**src/atd_pkg.sv**
```systemverilog
// atd_pkg: shared types, register indexes and codes of the airborne touchdown detector.
// Used by atd_step and airborne_touchdown_detector_top. No dependencies.
package atd_pkg;

   localparam int unsigned CSR_INDEX_W = 3;
   localparam int unsigned CSR_DATA_W  = 24;

   localparam logic [CSR_INDEX_W-1:0] REG_AIRBORNE_THR  = 3'd0;
   localparam logic [CSR_INDEX_W-1:0] REG_DESCEND_THR   = 3'd1;
   localparam logic [CSR_INDEX_W-1:0] REG_GROUNDED_THR  = 3'd2;
   localparam logic [CSR_INDEX_W-1:0] REG_PERSIST_SLACK = 3'd3;
   localparam logic [CSR_INDEX_W-1:0] REG_MIN_PEAK      = 3'd4;
   localparam logic [CSR_INDEX_W-1:0] REG_MIN_DELTA     = 3'd5;
   localparam logic [CSR_INDEX_W-1:0] REG_PEAK_FRACTION = 3'd6;

   localparam logic OP_OBSERVE = 1'b0;
   localparam logic OP_ARM     = 1'b1;

   localparam logic [1:0] TR_NONE       = 2'd0;
   localparam logic [1:0] TR_AIRBORNE   = 2'd1;
   localparam logic [1:0] TR_DESCENDING = 2'd2;
   localparam logic [1:0] TR_TOUCHDOWN  = 2'd3;

   localparam logic [22:0] PEAK_MAX = 23'h7FFFFF;

   localparam logic signed [23:0] RST_AIRBORNE_THR  = 24'sd256;
   localparam logic signed [23:0] RST_DESCEND_THR   = -24'sd128;
   localparam logic [22:0]        RST_GROUNDED_THR  = 23'd64;
   localparam logic [22:0]        RST_PERSIST_SLACK = 23'd128;
   localparam logic [22:0]        RST_MIN_PEAK      = 23'd512;
   localparam logic [22:0]        RST_MIN_DELTA     = 23'd256;
   localparam logic [15:0]        RST_PEAK_FRACTION = 16'd32768;

   typedef struct packed {
      logic signed [23:0] airborne_thr;
      logic signed [23:0] descend_thr;
      logic [22:0]        grounded_thr;
      logic [22:0]        persist_slack;
      logic [22:0]        min_peak;
      logic [22:0]        min_delta;
      logic [15:0]        peak_fraction;
   } atd_cfg_type;

   typedef struct packed {
      logic               tracking;
      logic [63:0]        cur_epoch;
      logic               boost_armed;
      logic               in_air;
      logic               falling;
      logic [22:0]        peak_down;
      logic signed [23:0] last_vertical;
      logic               last_valid;
      logic signed [23:0] recovery_ref;
      logic               recovery_pending;
   } atd_state_type;

   typedef struct packed {
      logic               opcode;
      logic               authority_on;
      logic [63:0]        epoch;
      logic               velocity_valid;
      logic [22:0]        speed_in;
      logic signed [23:0] vertical_speed;
   } atd_item_type;

   typedef struct packed {
      logic               active;
      logic [63:0]        epoch;
      logic [22:0]        speed;
      logic signed [23:0] vertical;
      logic [1:0]         transition;
      logic               touchdown;
      logic [22:0]        impact;
      logic               airborne;
      logic               descending;
      logic               arm_accepted;
   } atd_result_type;

   function automatic atd_state_type clear_flight(input atd_state_type s);
      atd_state_type r;
      r = s;
      r.boost_armed      = 1'b0;
      r.in_air           = 1'b0;
      r.falling          = 1'b0;
      r.peak_down        = '0;
      r.last_vertical    = '0;
      r.last_valid       = 1'b0;
      r.recovery_ref     = '0;
      r.recovery_pending = 1'b0;
      return r;
   endfunction

endpackage

```
**src/atd_step.sv**
```systemverilog
// atd_step: next state and result of one item of the touchdown detector.
// Purely combinational; depends on atd_pkg.
module atd_step
   import atd_pkg::*;
(
   input  atd_cfg_type    cfg,
   input  atd_state_type  state_cur,
   input  atd_item_type   item,
   output atd_state_type  state_nxt,
   output atd_result_type result
);

   atd_state_type      s;
   atd_result_type     r;
   logic signed [23:0] vs;
   logic signed [24:0] neg_vs;
   logic [22:0]        down_mag;
   logic [23:0]        abs_vs;
   logic               settled;
   logic               persisted;
   logic signed [24:0] rise;
   logic [38:0]        need_frac;

   always_comb begin
      vs       = item.vertical_speed;
      neg_vs   = -$signed({vs[23], vs});
      if (!vs[23]) begin
         down_mag = '0;
      end else if (neg_vs[23]) begin
         down_mag = PEAK_MAX;
      end else begin
         down_mag = neg_vs[22:0];
      end
      abs_vs    = vs[23] ? neg_vs[23:0] : vs[23:0];
      rise      = $signed({vs[23], vs}) - $signed({state_cur.last_vertical[23],
                                                    state_cur.last_vertical});
      settled   = 1'b0;
      persisted = 1'b0;
      need_frac = '0;
      s = state_cur;
      r = '0;

      if (item.opcode == OP_ARM) begin
         if (s.tracking && item.epoch != 64'd0 && item.epoch == s.cur_epoch) begin
            s = clear_flight(s);
            s.boost_armed  = 1'b1;
            r.arm_accepted = 1'b1;
         end
         r.airborne   = s.in_air;
         r.descending = s.falling;
      end else if (!item.authority_on) begin
         s       = '0;
         r.epoch = item.epoch;
      end else begin
         if (!s.tracking || item.epoch != s.cur_epoch) begin
            s.tracking  = 1'b1;
            s.cur_epoch = item.epoch;
            s = clear_flight(s);
         end
         r.active = 1'b1;
         r.epoch  = s.cur_epoch;
         if (!item.velocity_valid) begin
            s.last_valid       = 1'b0;
            s.recovery_ref     = '0;
            s.recovery_pending = 1'b0;
         end else begin
            r.speed    = item.speed_in;
            r.vertical = vs;
            if (s.boost_armed && !s.in_air && vs >= cfg.airborne_thr) begin
               s.boost_armed      = 1'b0;
               s.in_air           = 1'b1;
               s.falling          = 1'b0;
               s.peak_down        = '0;
               s.recovery_ref     = '0;
               s.recovery_pending = 1'b0;
               r.transition       = TR_AIRBORNE;
            end
            if (s.in_air && !s.falling && vs <= cfg.descend_thr) begin
               s.falling          = 1'b1;
               s.peak_down        = down_mag;
               s.recovery_ref     = '0;
               s.recovery_pending = 1'b0;
               r.transition       = TR_DESCENDING;
            end else if (s.in_air && s.falling && vs[23]) begin
               if (down_mag > s.peak_down) begin
                  s.peak_down = down_mag;
               end
            end
            if (s.in_air && s.falling) begin
               settled   = abs_vs <= {1'b0, cfg.grounded_thr};
               persisted = s.recovery_pending &&
                  ($signed({{2{vs[23]}}, vs}) >=
                   $signed({{2{s.recovery_ref[23]}}, s.recovery_ref}) -
                   $signed({3'b000, cfg.persist_slack}));
               if (settled || persisted) begin
                  r.transition       = TR_TOUCHDOWN;
                  r.touchdown        = 1'b1;
                  r.impact           = s.peak_down;
                  s.in_air           = 1'b0;
                  s.falling          = 1'b0;
                  s.peak_down        = '0;
                  s.recovery_ref     = '0;
                  s.recovery_pending = 1'b0;
               end else begin
                  s.recovery_pending = 1'b0;
                  s.recovery_ref     = '0;
                  need_frac = 39'(s.peak_down) * 39'(cfg.peak_fraction);
                  if (s.last_valid && s.peak_down >= cfg.min_peak) begin
                     if ($signed({rise[24], rise}) >= $signed({3'b000, cfg.min_delta}) &&
                         $signed({rise[24], rise, 16'h0000}) >=
                         $signed({3'b000, need_frac})) begin
                        s.recovery_pending = 1'b1;
                        s.recovery_ref     = vs;
                     end
                  end
               end
            end
            s.last_vertical = vs;
            s.last_valid    = 1'b1;
         end
         r.airborne   = s.in_air;
         r.descending = s.falling;
      end
      state_nxt = s;
      result    = r;
   end

endmodule

```
**src/airborne_touchdown_detector_top.sv**
```systemverilog
// airborne_touchdown_detector_top: input register, step logic, result register, CSRs.
// Depends on atd_pkg and atd_step.
//
// Usage:
//   req_* carries one item per handshake (req_valid high, req_stall low).
//   Each item yields exactly one result item on rsp_* (rsp_valid, rsp_stall).
//   csr_wr_en writes csr_wdata into register csr_index; write
//   only while no item is in flight. Indexes beyond the register list are ignored.
// Path: each item passes the input register, then the result register; the
//   state update and the one 23x16 multiply sit between them.
// Throughput: 1 item per cycle while the result is not stalled; the state
//   loop closes through state_ff alone.
// Stall: a stalled result holds in the result register; one more item waits
//   in the input register, after which req_stall rises until rsp is taken.
// Reset: synchronous, active high. Clears all tracking state and both
//   pipeline valids; registers return to their default values.
module airborne_touchdown_detector_top
   import atd_pkg::*;
(
   input  logic                   clock,
   input  logic                   reset,
   input  logic                   req_valid,
   output logic                   req_stall,
   input  logic                   req_opcode,
   input  logic                   req_authority_on,
   input  logic [63:0]            req_epoch,
   input  logic                   req_velocity_valid,
   input  logic [22:0]            req_speed_in,
   input  logic signed [23:0]     req_vertical_speed,
   output logic                   rsp_valid,
   input  logic                   rsp_stall,
   output logic                   rsp_active_out,
   output logic [63:0]            rsp_epoch_out,
   output logic [22:0]            rsp_speed_out,
   output logic signed [23:0]     rsp_vertical_out,
   output logic [1:0]             rsp_transition,
   output logic                   rsp_touchdown_flag,
   output logic [22:0]            rsp_impact_speed,
   output logic                   rsp_airborne_out,
   output logic                   rsp_descending_out,
   output logic                   rsp_arm_accepted,
   input  logic                   csr_wr_en,
   input  logic [CSR_INDEX_W-1:0] csr_index,
   input  logic [CSR_DATA_W-1:0]  csr_wdata
);

   atd_cfg_type    cfg_ff;
   atd_state_type  state_ff;
   atd_state_type  state_in;
   atd_item_type   item_ff;
   logic           item_vld_ff;
   atd_result_type rsp_ff;
   atd_result_type rsp_in;
   logic           rsp_vld_ff;
   logic           advance;

   assign advance   = !rsp_vld_ff || !rsp_stall;
   assign req_stall = item_vld_ff && !advance;

   atd_step u_step (
      .cfg       (cfg_ff),
      .state_cur (state_ff),
      .item      (item_ff),
      .state_nxt (state_in),
      .result    (rsp_in)
   );

   always_ff @(posedge clock) begin
      if (reset) begin
         cfg_ff.airborne_thr  <= RST_AIRBORNE_THR;
         cfg_ff.descend_thr   <= RST_DESCEND_THR;
         cfg_ff.grounded_thr  <= RST_GROUNDED_THR;
         cfg_ff.persist_slack <= RST_PERSIST_SLACK;
         cfg_ff.min_peak      <= RST_MIN_PEAK;
         cfg_ff.min_delta     <= RST_MIN_DELTA;
         cfg_ff.peak_fraction <= RST_PEAK_FRACTION;
      end else if (csr_wr_en) begin
         unique case (csr_index)
            REG_AIRBORNE_THR:  cfg_ff.airborne_thr  <= $signed(csr_wdata);
            REG_DESCEND_THR:   cfg_ff.descend_thr   <= $signed(csr_wdata);
            REG_GROUNDED_THR:  cfg_ff.grounded_thr  <= csr_wdata[22:0];
            REG_PERSIST_SLACK: cfg_ff.persist_slack <= csr_wdata[22:0];
            REG_MIN_PEAK:      cfg_ff.min_peak      <= csr_wdata[22:0];
            REG_MIN_DELTA:     cfg_ff.min_delta     <= csr_wdata[22:0];
            REG_PEAK_FRACTION: cfg_ff.peak_fraction <= csr_wdata[15:0];
            default: ;
         endcase
      end
   end

   always_ff @(posedge clock) begin
      if (reset) begin
         item_vld_ff <= 1'b0;
         rsp_vld_ff  <= 1'b0;
         state_ff    <= '0;
      end else begin
         if (!req_stall) begin
            item_vld_ff <= req_valid;
         end
         if (advance) begin
            rsp_vld_ff <= item_vld_ff;
            if (item_vld_ff) begin
               state_ff <= state_in;
            end
         end
      end
   end

   always_ff @(posedge clock) begin
      if (!req_stall && req_valid) begin
         item_ff.opcode         <= req_opcode;
         item_ff.authority_on   <= req_authority_on;
         item_ff.epoch          <= req_epoch;
         item_ff.velocity_valid <= req_velocity_valid;
         item_ff.speed_in       <= req_speed_in;
         item_ff.vertical_speed <= req_vertical_speed;
      end
      if (advance && item_vld_ff) begin
         rsp_ff <= rsp_in;
      end
   end

   assign rsp_valid          = rsp_vld_ff;
   assign rsp_active_out     = rsp_ff.active;
   assign rsp_epoch_out      = rsp_ff.epoch;
   assign rsp_speed_out      = rsp_ff.speed;
   assign rsp_vertical_out   = rsp_ff.vertical;
   assign rsp_transition     = rsp_ff.transition;
   assign rsp_touchdown_flag = rsp_ff.touchdown;
   assign rsp_impact_speed   = rsp_ff.impact;
   assign rsp_airborne_out   = rsp_ff.airborne;
   assign rsp_descending_out = rsp_ff.descending;
   assign rsp_arm_accepted   = rsp_ff.arm_accepted;

   a_fall_needs_air: assert property (@(posedge clock) disable iff (reset)
      state_ff.falling |-> state_ff.in_air)
      else $error("falling without in_air");

   a_pending_needs_fall: assert property (@(posedge clock) disable iff (reset)
      state_ff.recovery_pending |-> state_ff.falling)
      else $error("recovery pending outside descent");

   a_item_reaches_rsp: assert property (@(posedge clock) disable iff (reset)
      (item_vld_ff && advance) |=> rsp_valid)
      else $error("advanced item produced no result");

   a_touchdown_code: assert property (@(posedge clock) disable iff (reset)
      (rsp_valid && rsp_touchdown_flag) |-> (rsp_transition == TR_TOUCHDOWN))
      else $error("touchdown flag without touchdown transition");

   a_impact_zero: assert property (@(posedge clock) disable iff (reset)
      (rsp_valid && !rsp_touchdown_flag) |-> (rsp_impact_speed == 23'd0))
      else $error("impact speed without touchdown");

endmodule

```
**config.mk**
```make
export PLATFORM = sky130hd
export DESIGN_NAME = airborne_touchdown_detector_top
export DESIGN_NICKNAME = d
export VERILOG_FILES = /design/src/atd_pkg.sv /design/src/atd_step.sv /design/src/airborne_touchdown_detector_top.sv
export SDC_FILE = /design/constraint.sdc
export NUM_CORES = 2
export LEC_CHECK = 0
export BUFFER_PORTS_ARGS = -buffer_cell sky130_fd_sc_hd__buf_2
export CAP_MARGIN = 20
export CORE_MARGIN = 5
export CORE_UTILIZATION = 55
export CTS_CLUSTER_DIAMETER = 100
export DETAILED_ROUTE_END_ITERATION = 7
export PLACE_DENSITY = 0.74
export SETUP_SLACK_MARGIN = 0.3
export SLEW_MARGIN = 20
export SYNTH_ARGS = -nofsm -noshare
export SYNTH_HDL_FRONTEND = slang
export SYNTH_SLANG_ARGS = --single-unit
export TNS_END_PERCENT = 5
```
**constraint.sdc**
```tcl
create_clock -name clock -period 41.5 [get_ports clock]
set_input_delay 4.15 -clock clock [delete_from_list [all_inputs] [get_ports clock]]
set_output_delay 4.15 -clock clock [all_outputs]
set_load 0.02 [all_outputs]
```
==> qor.yml <==
hold_violations: 0
relSlewSlack: 0.2039
portBuffers: 288
internal-power_uw: 929.1
drt_iter0_markers: 2944
ys.warnings.count: 0
rsz0062_at_grt: "no"
async_flop_share: 0
layout_common_cells: "nand2_1, inv_1, ha_1"
final_common_cell: "nand2_1"
cts_made_buffers: 58
status: "complete, no violations"
place_hpwl_um: 84610
ctsHoldBuffers: 0
die-height_um: 282.5
grt_pass1_vias: 32161
crit_fanout: 23
synth_flop_cell: "dfxtp_1"
worst_pin_slew_ns: 1.193
swShare: 0.2718
cp_slowest_cell: "o41ai_1"
final_cells: 5663
initial_core_util: 0.5514
cp-start-kind: "flip-flop"
p_leak_uw: 0.01925
final_core_util: 0.6115
cts_sinks: 554
area_delta_synth_final_pct: 10.88
drive_gt1_frac: 0.1129
route.detailed.drc: 0
seq_area_frac_synth: 0.3340
power_density_nw_per_um2: 28.17
dieWidth_um: 282.5
hp-class: "flip-flop to flip-flop"
syn_inst: 4427
endpoint_kind: "flip-flop"
peakVddDrop_mv: 0.04330
p_clk_frac: 0.399
cts_resized: 0
timing.fmax_ghz: 0.06016
grt_pass1_wl_um: 182600
gp_congestion: 0.9639
synth_seq_cells: 554
critPathArrivalTime_ns: 17.17
postRouteAntennaNets: 0
globalRouteTotalUtil: 0.2913
synth_cell_type_count: 90
finClkSkew_ns: 0.04091
synth_fp_nets: 5215
p_total_uw: 1276
synth_area_um2: 40850
grt_max_degree: 103
overflow: 0
wl_per_cell_um: 20.94
clkTransAtPathRegs_ns: 0.06
final_nets: 5432
cts_tree: "yes"
power_frac_comb: 0.125
synth-edff-count: 255
cp.required_ns: 42.05
drv_cap: 0
synth_area_per_cell_um2: 9.226
postCtsSetupBuffers: 0
clkLatencyLatePin_ns: 0.65
dp.cells: 5551
dr.pass1.iters: 5
setup_viol: 0
fin_hold_ws_ns: 0.4532
power_switching_uw: 346.8
crit_type: "flip-flop to flip-flop"
wirelength_um: 118600
fin_crit_sh: 0.4005
cts_buffer_depth: 3
h-tree-depth: 2
num_rows: 100
fin_crit_ns: 16.62
vias: 32846
maxSlewViolCount: 0
core_um2: 74070
io_pins: 289
crit_top_cell: "fa_1"
grt_antenna_before_repair: 2
dieArea_um2: 79810
tns_ns: 0
cpPeakStageDelay_ns: 0.73
cts-root-buf: "clkbuf_16"
power_frac_seq: 0.476
vias_per_cell: 5.800
[worst paths after layout]
kind / start / endpoint / slack [ns] / depth (start not counted)
max: item_ff[2] / state_ff[1] / 24.88 / 54
min: cfg_ff[75] / cfg_ff[75] / 0.45 / 2
max reg2reg: item_ff[2] / state_ff[1] / 24.88 / 54
min reg2reg: cfg_ff[75] / cfg_ff[75] / 0.45 / 2
[kinds of logic (layout without fill, tap and decap cells)]
family | count (synthesis) | in the layout | share of synthesized area
buffers and inverters | 790 | 1056 | 0.07431
DFF | 554 | 554 | 0.3340
other | 0 | 1 | 0
AOI/OAI and AO/OA | 719 | 719 | 0.1140
and+or+nand+nor | 1518 | 1518 | 0.1814
xor gates and xnor gates | 169 | 169 | 0.03642
muxes | 35 | 35 | 0.009067
adders and majority gates | 642 | 642 | 0.2507
[power by group through the flow]
stage | combinational [uW] | clock [uW] | sequential (uW)
global placement | 152 | 0 | 618
CTS | 156 | 516 | 607
finish | 159 | 510 | 607
floorplan | 90.5 | 0 | 626
global route | 172 | 541 | 608
detailed placement | 155 | 0 | 618
[cell usage after synthesis (9+ instances only)]
cell type	number	area share
mux2i_1	23	0.0056
nand2_2	9	0.0014
a31oi_1	12	0.0018
clkbuf_1	164	0.015
o2111ai_1	10	0.0021
and2_1	186	0.028
and3_1	79	0.012
nand2b_1	35	0.0054
o31ai_1	10	0.0018
nor2_1	201	0.018
buf_2	35	0.0043
dfxtp_1	299	0.15
mux2_2	10	0.0028
edfxtp_1	255	0.19
and4b_1	13	0.0032
o22ai_1	26	0.0040
xor2_1	52	0.011
fa_1	294	0.14
nor2b_1	99	0.015
nand3_1	64	0.0078
o21ai_0	60	0.0074
a22oi_1	65	0.012
o21a_1	26	0.0048
nor3_1	34	0.0042
nor4_1	32	0.0049
a211o_1	27	0.0058
a21oi_1	280	0.034
a211oi_1	12	0.0022
o211ai_1	21	0.0039
ha_1	348	0.11
nand4_1	55	0.0084
a21o_1	68	0.012
a21boi_0	22	0.0040
nand2_1	654	0.060
o221ai_1	16	0.0034
xnor2_1	116	0.025
inv_1	583	0.054
nor3b_1	9	0.0017
[critical path: cells and delay by family, from the launching register on]
family / cells / cell delay [ns]
and+or+nand+nor: 21 / 4.84
DFF: 1 / 0.63
AOI/OAI and AO/OA: 15 / 4.44
xor gates and xnor gates: 1 / 0.16
muxes: 1 / 0.58
adders and majority gates: 10 / 4.72
buffers and inverters: 6 / 1.15
[state kept, by name, indices dropped and copies added (netlist names)]
register,flops
state_ff,141
rsp_valid,1
rsp_touchdown_flag,1
item_vld_ff,1
rsp_speed_out,23
rsp_airborne_out,1
rsp_descending_out,1
rsp_impact_speed,23
cfg_ff,156
rsp_arm_accepted,1
rsp_epoch_out,64
item_ff,114
rsp_vertical_out,24
rsp_active_out,1
rsp_transition,2
[cell type report]
cell class,instances,area [um^2]
fill,6272,28780
multi-input combinational,3083,24350
sequential,554,13650
inverter,585,2196
timing repair buffer,362,2024
clock buffer,74,1573
tap,969,1212
clock inverter,35,285.3
antenna,1,2.502
[metal layers]
layer,up-vias,part of all wire,track usage
met2,1319,0.47,0.4798
met4,2,0.037,0.09756
met5,-,0.00011,0
met1,16067,0.41,0.3956
met3,267,0.078,0.04820
li1,15191,-,-
[metrics by stage]
stage	setup slack [ns]	instance area, um^2
5_1_grt	23.86	45290
6_report	24.88	45290
2_1_floorplan	24.12	40850
4_1_cts	25.07	45250
3_3_place_gp	25.24	43360
3_5_place_dp	25.12	43390
Note: power is estimated with default switching activity, not from simulation.
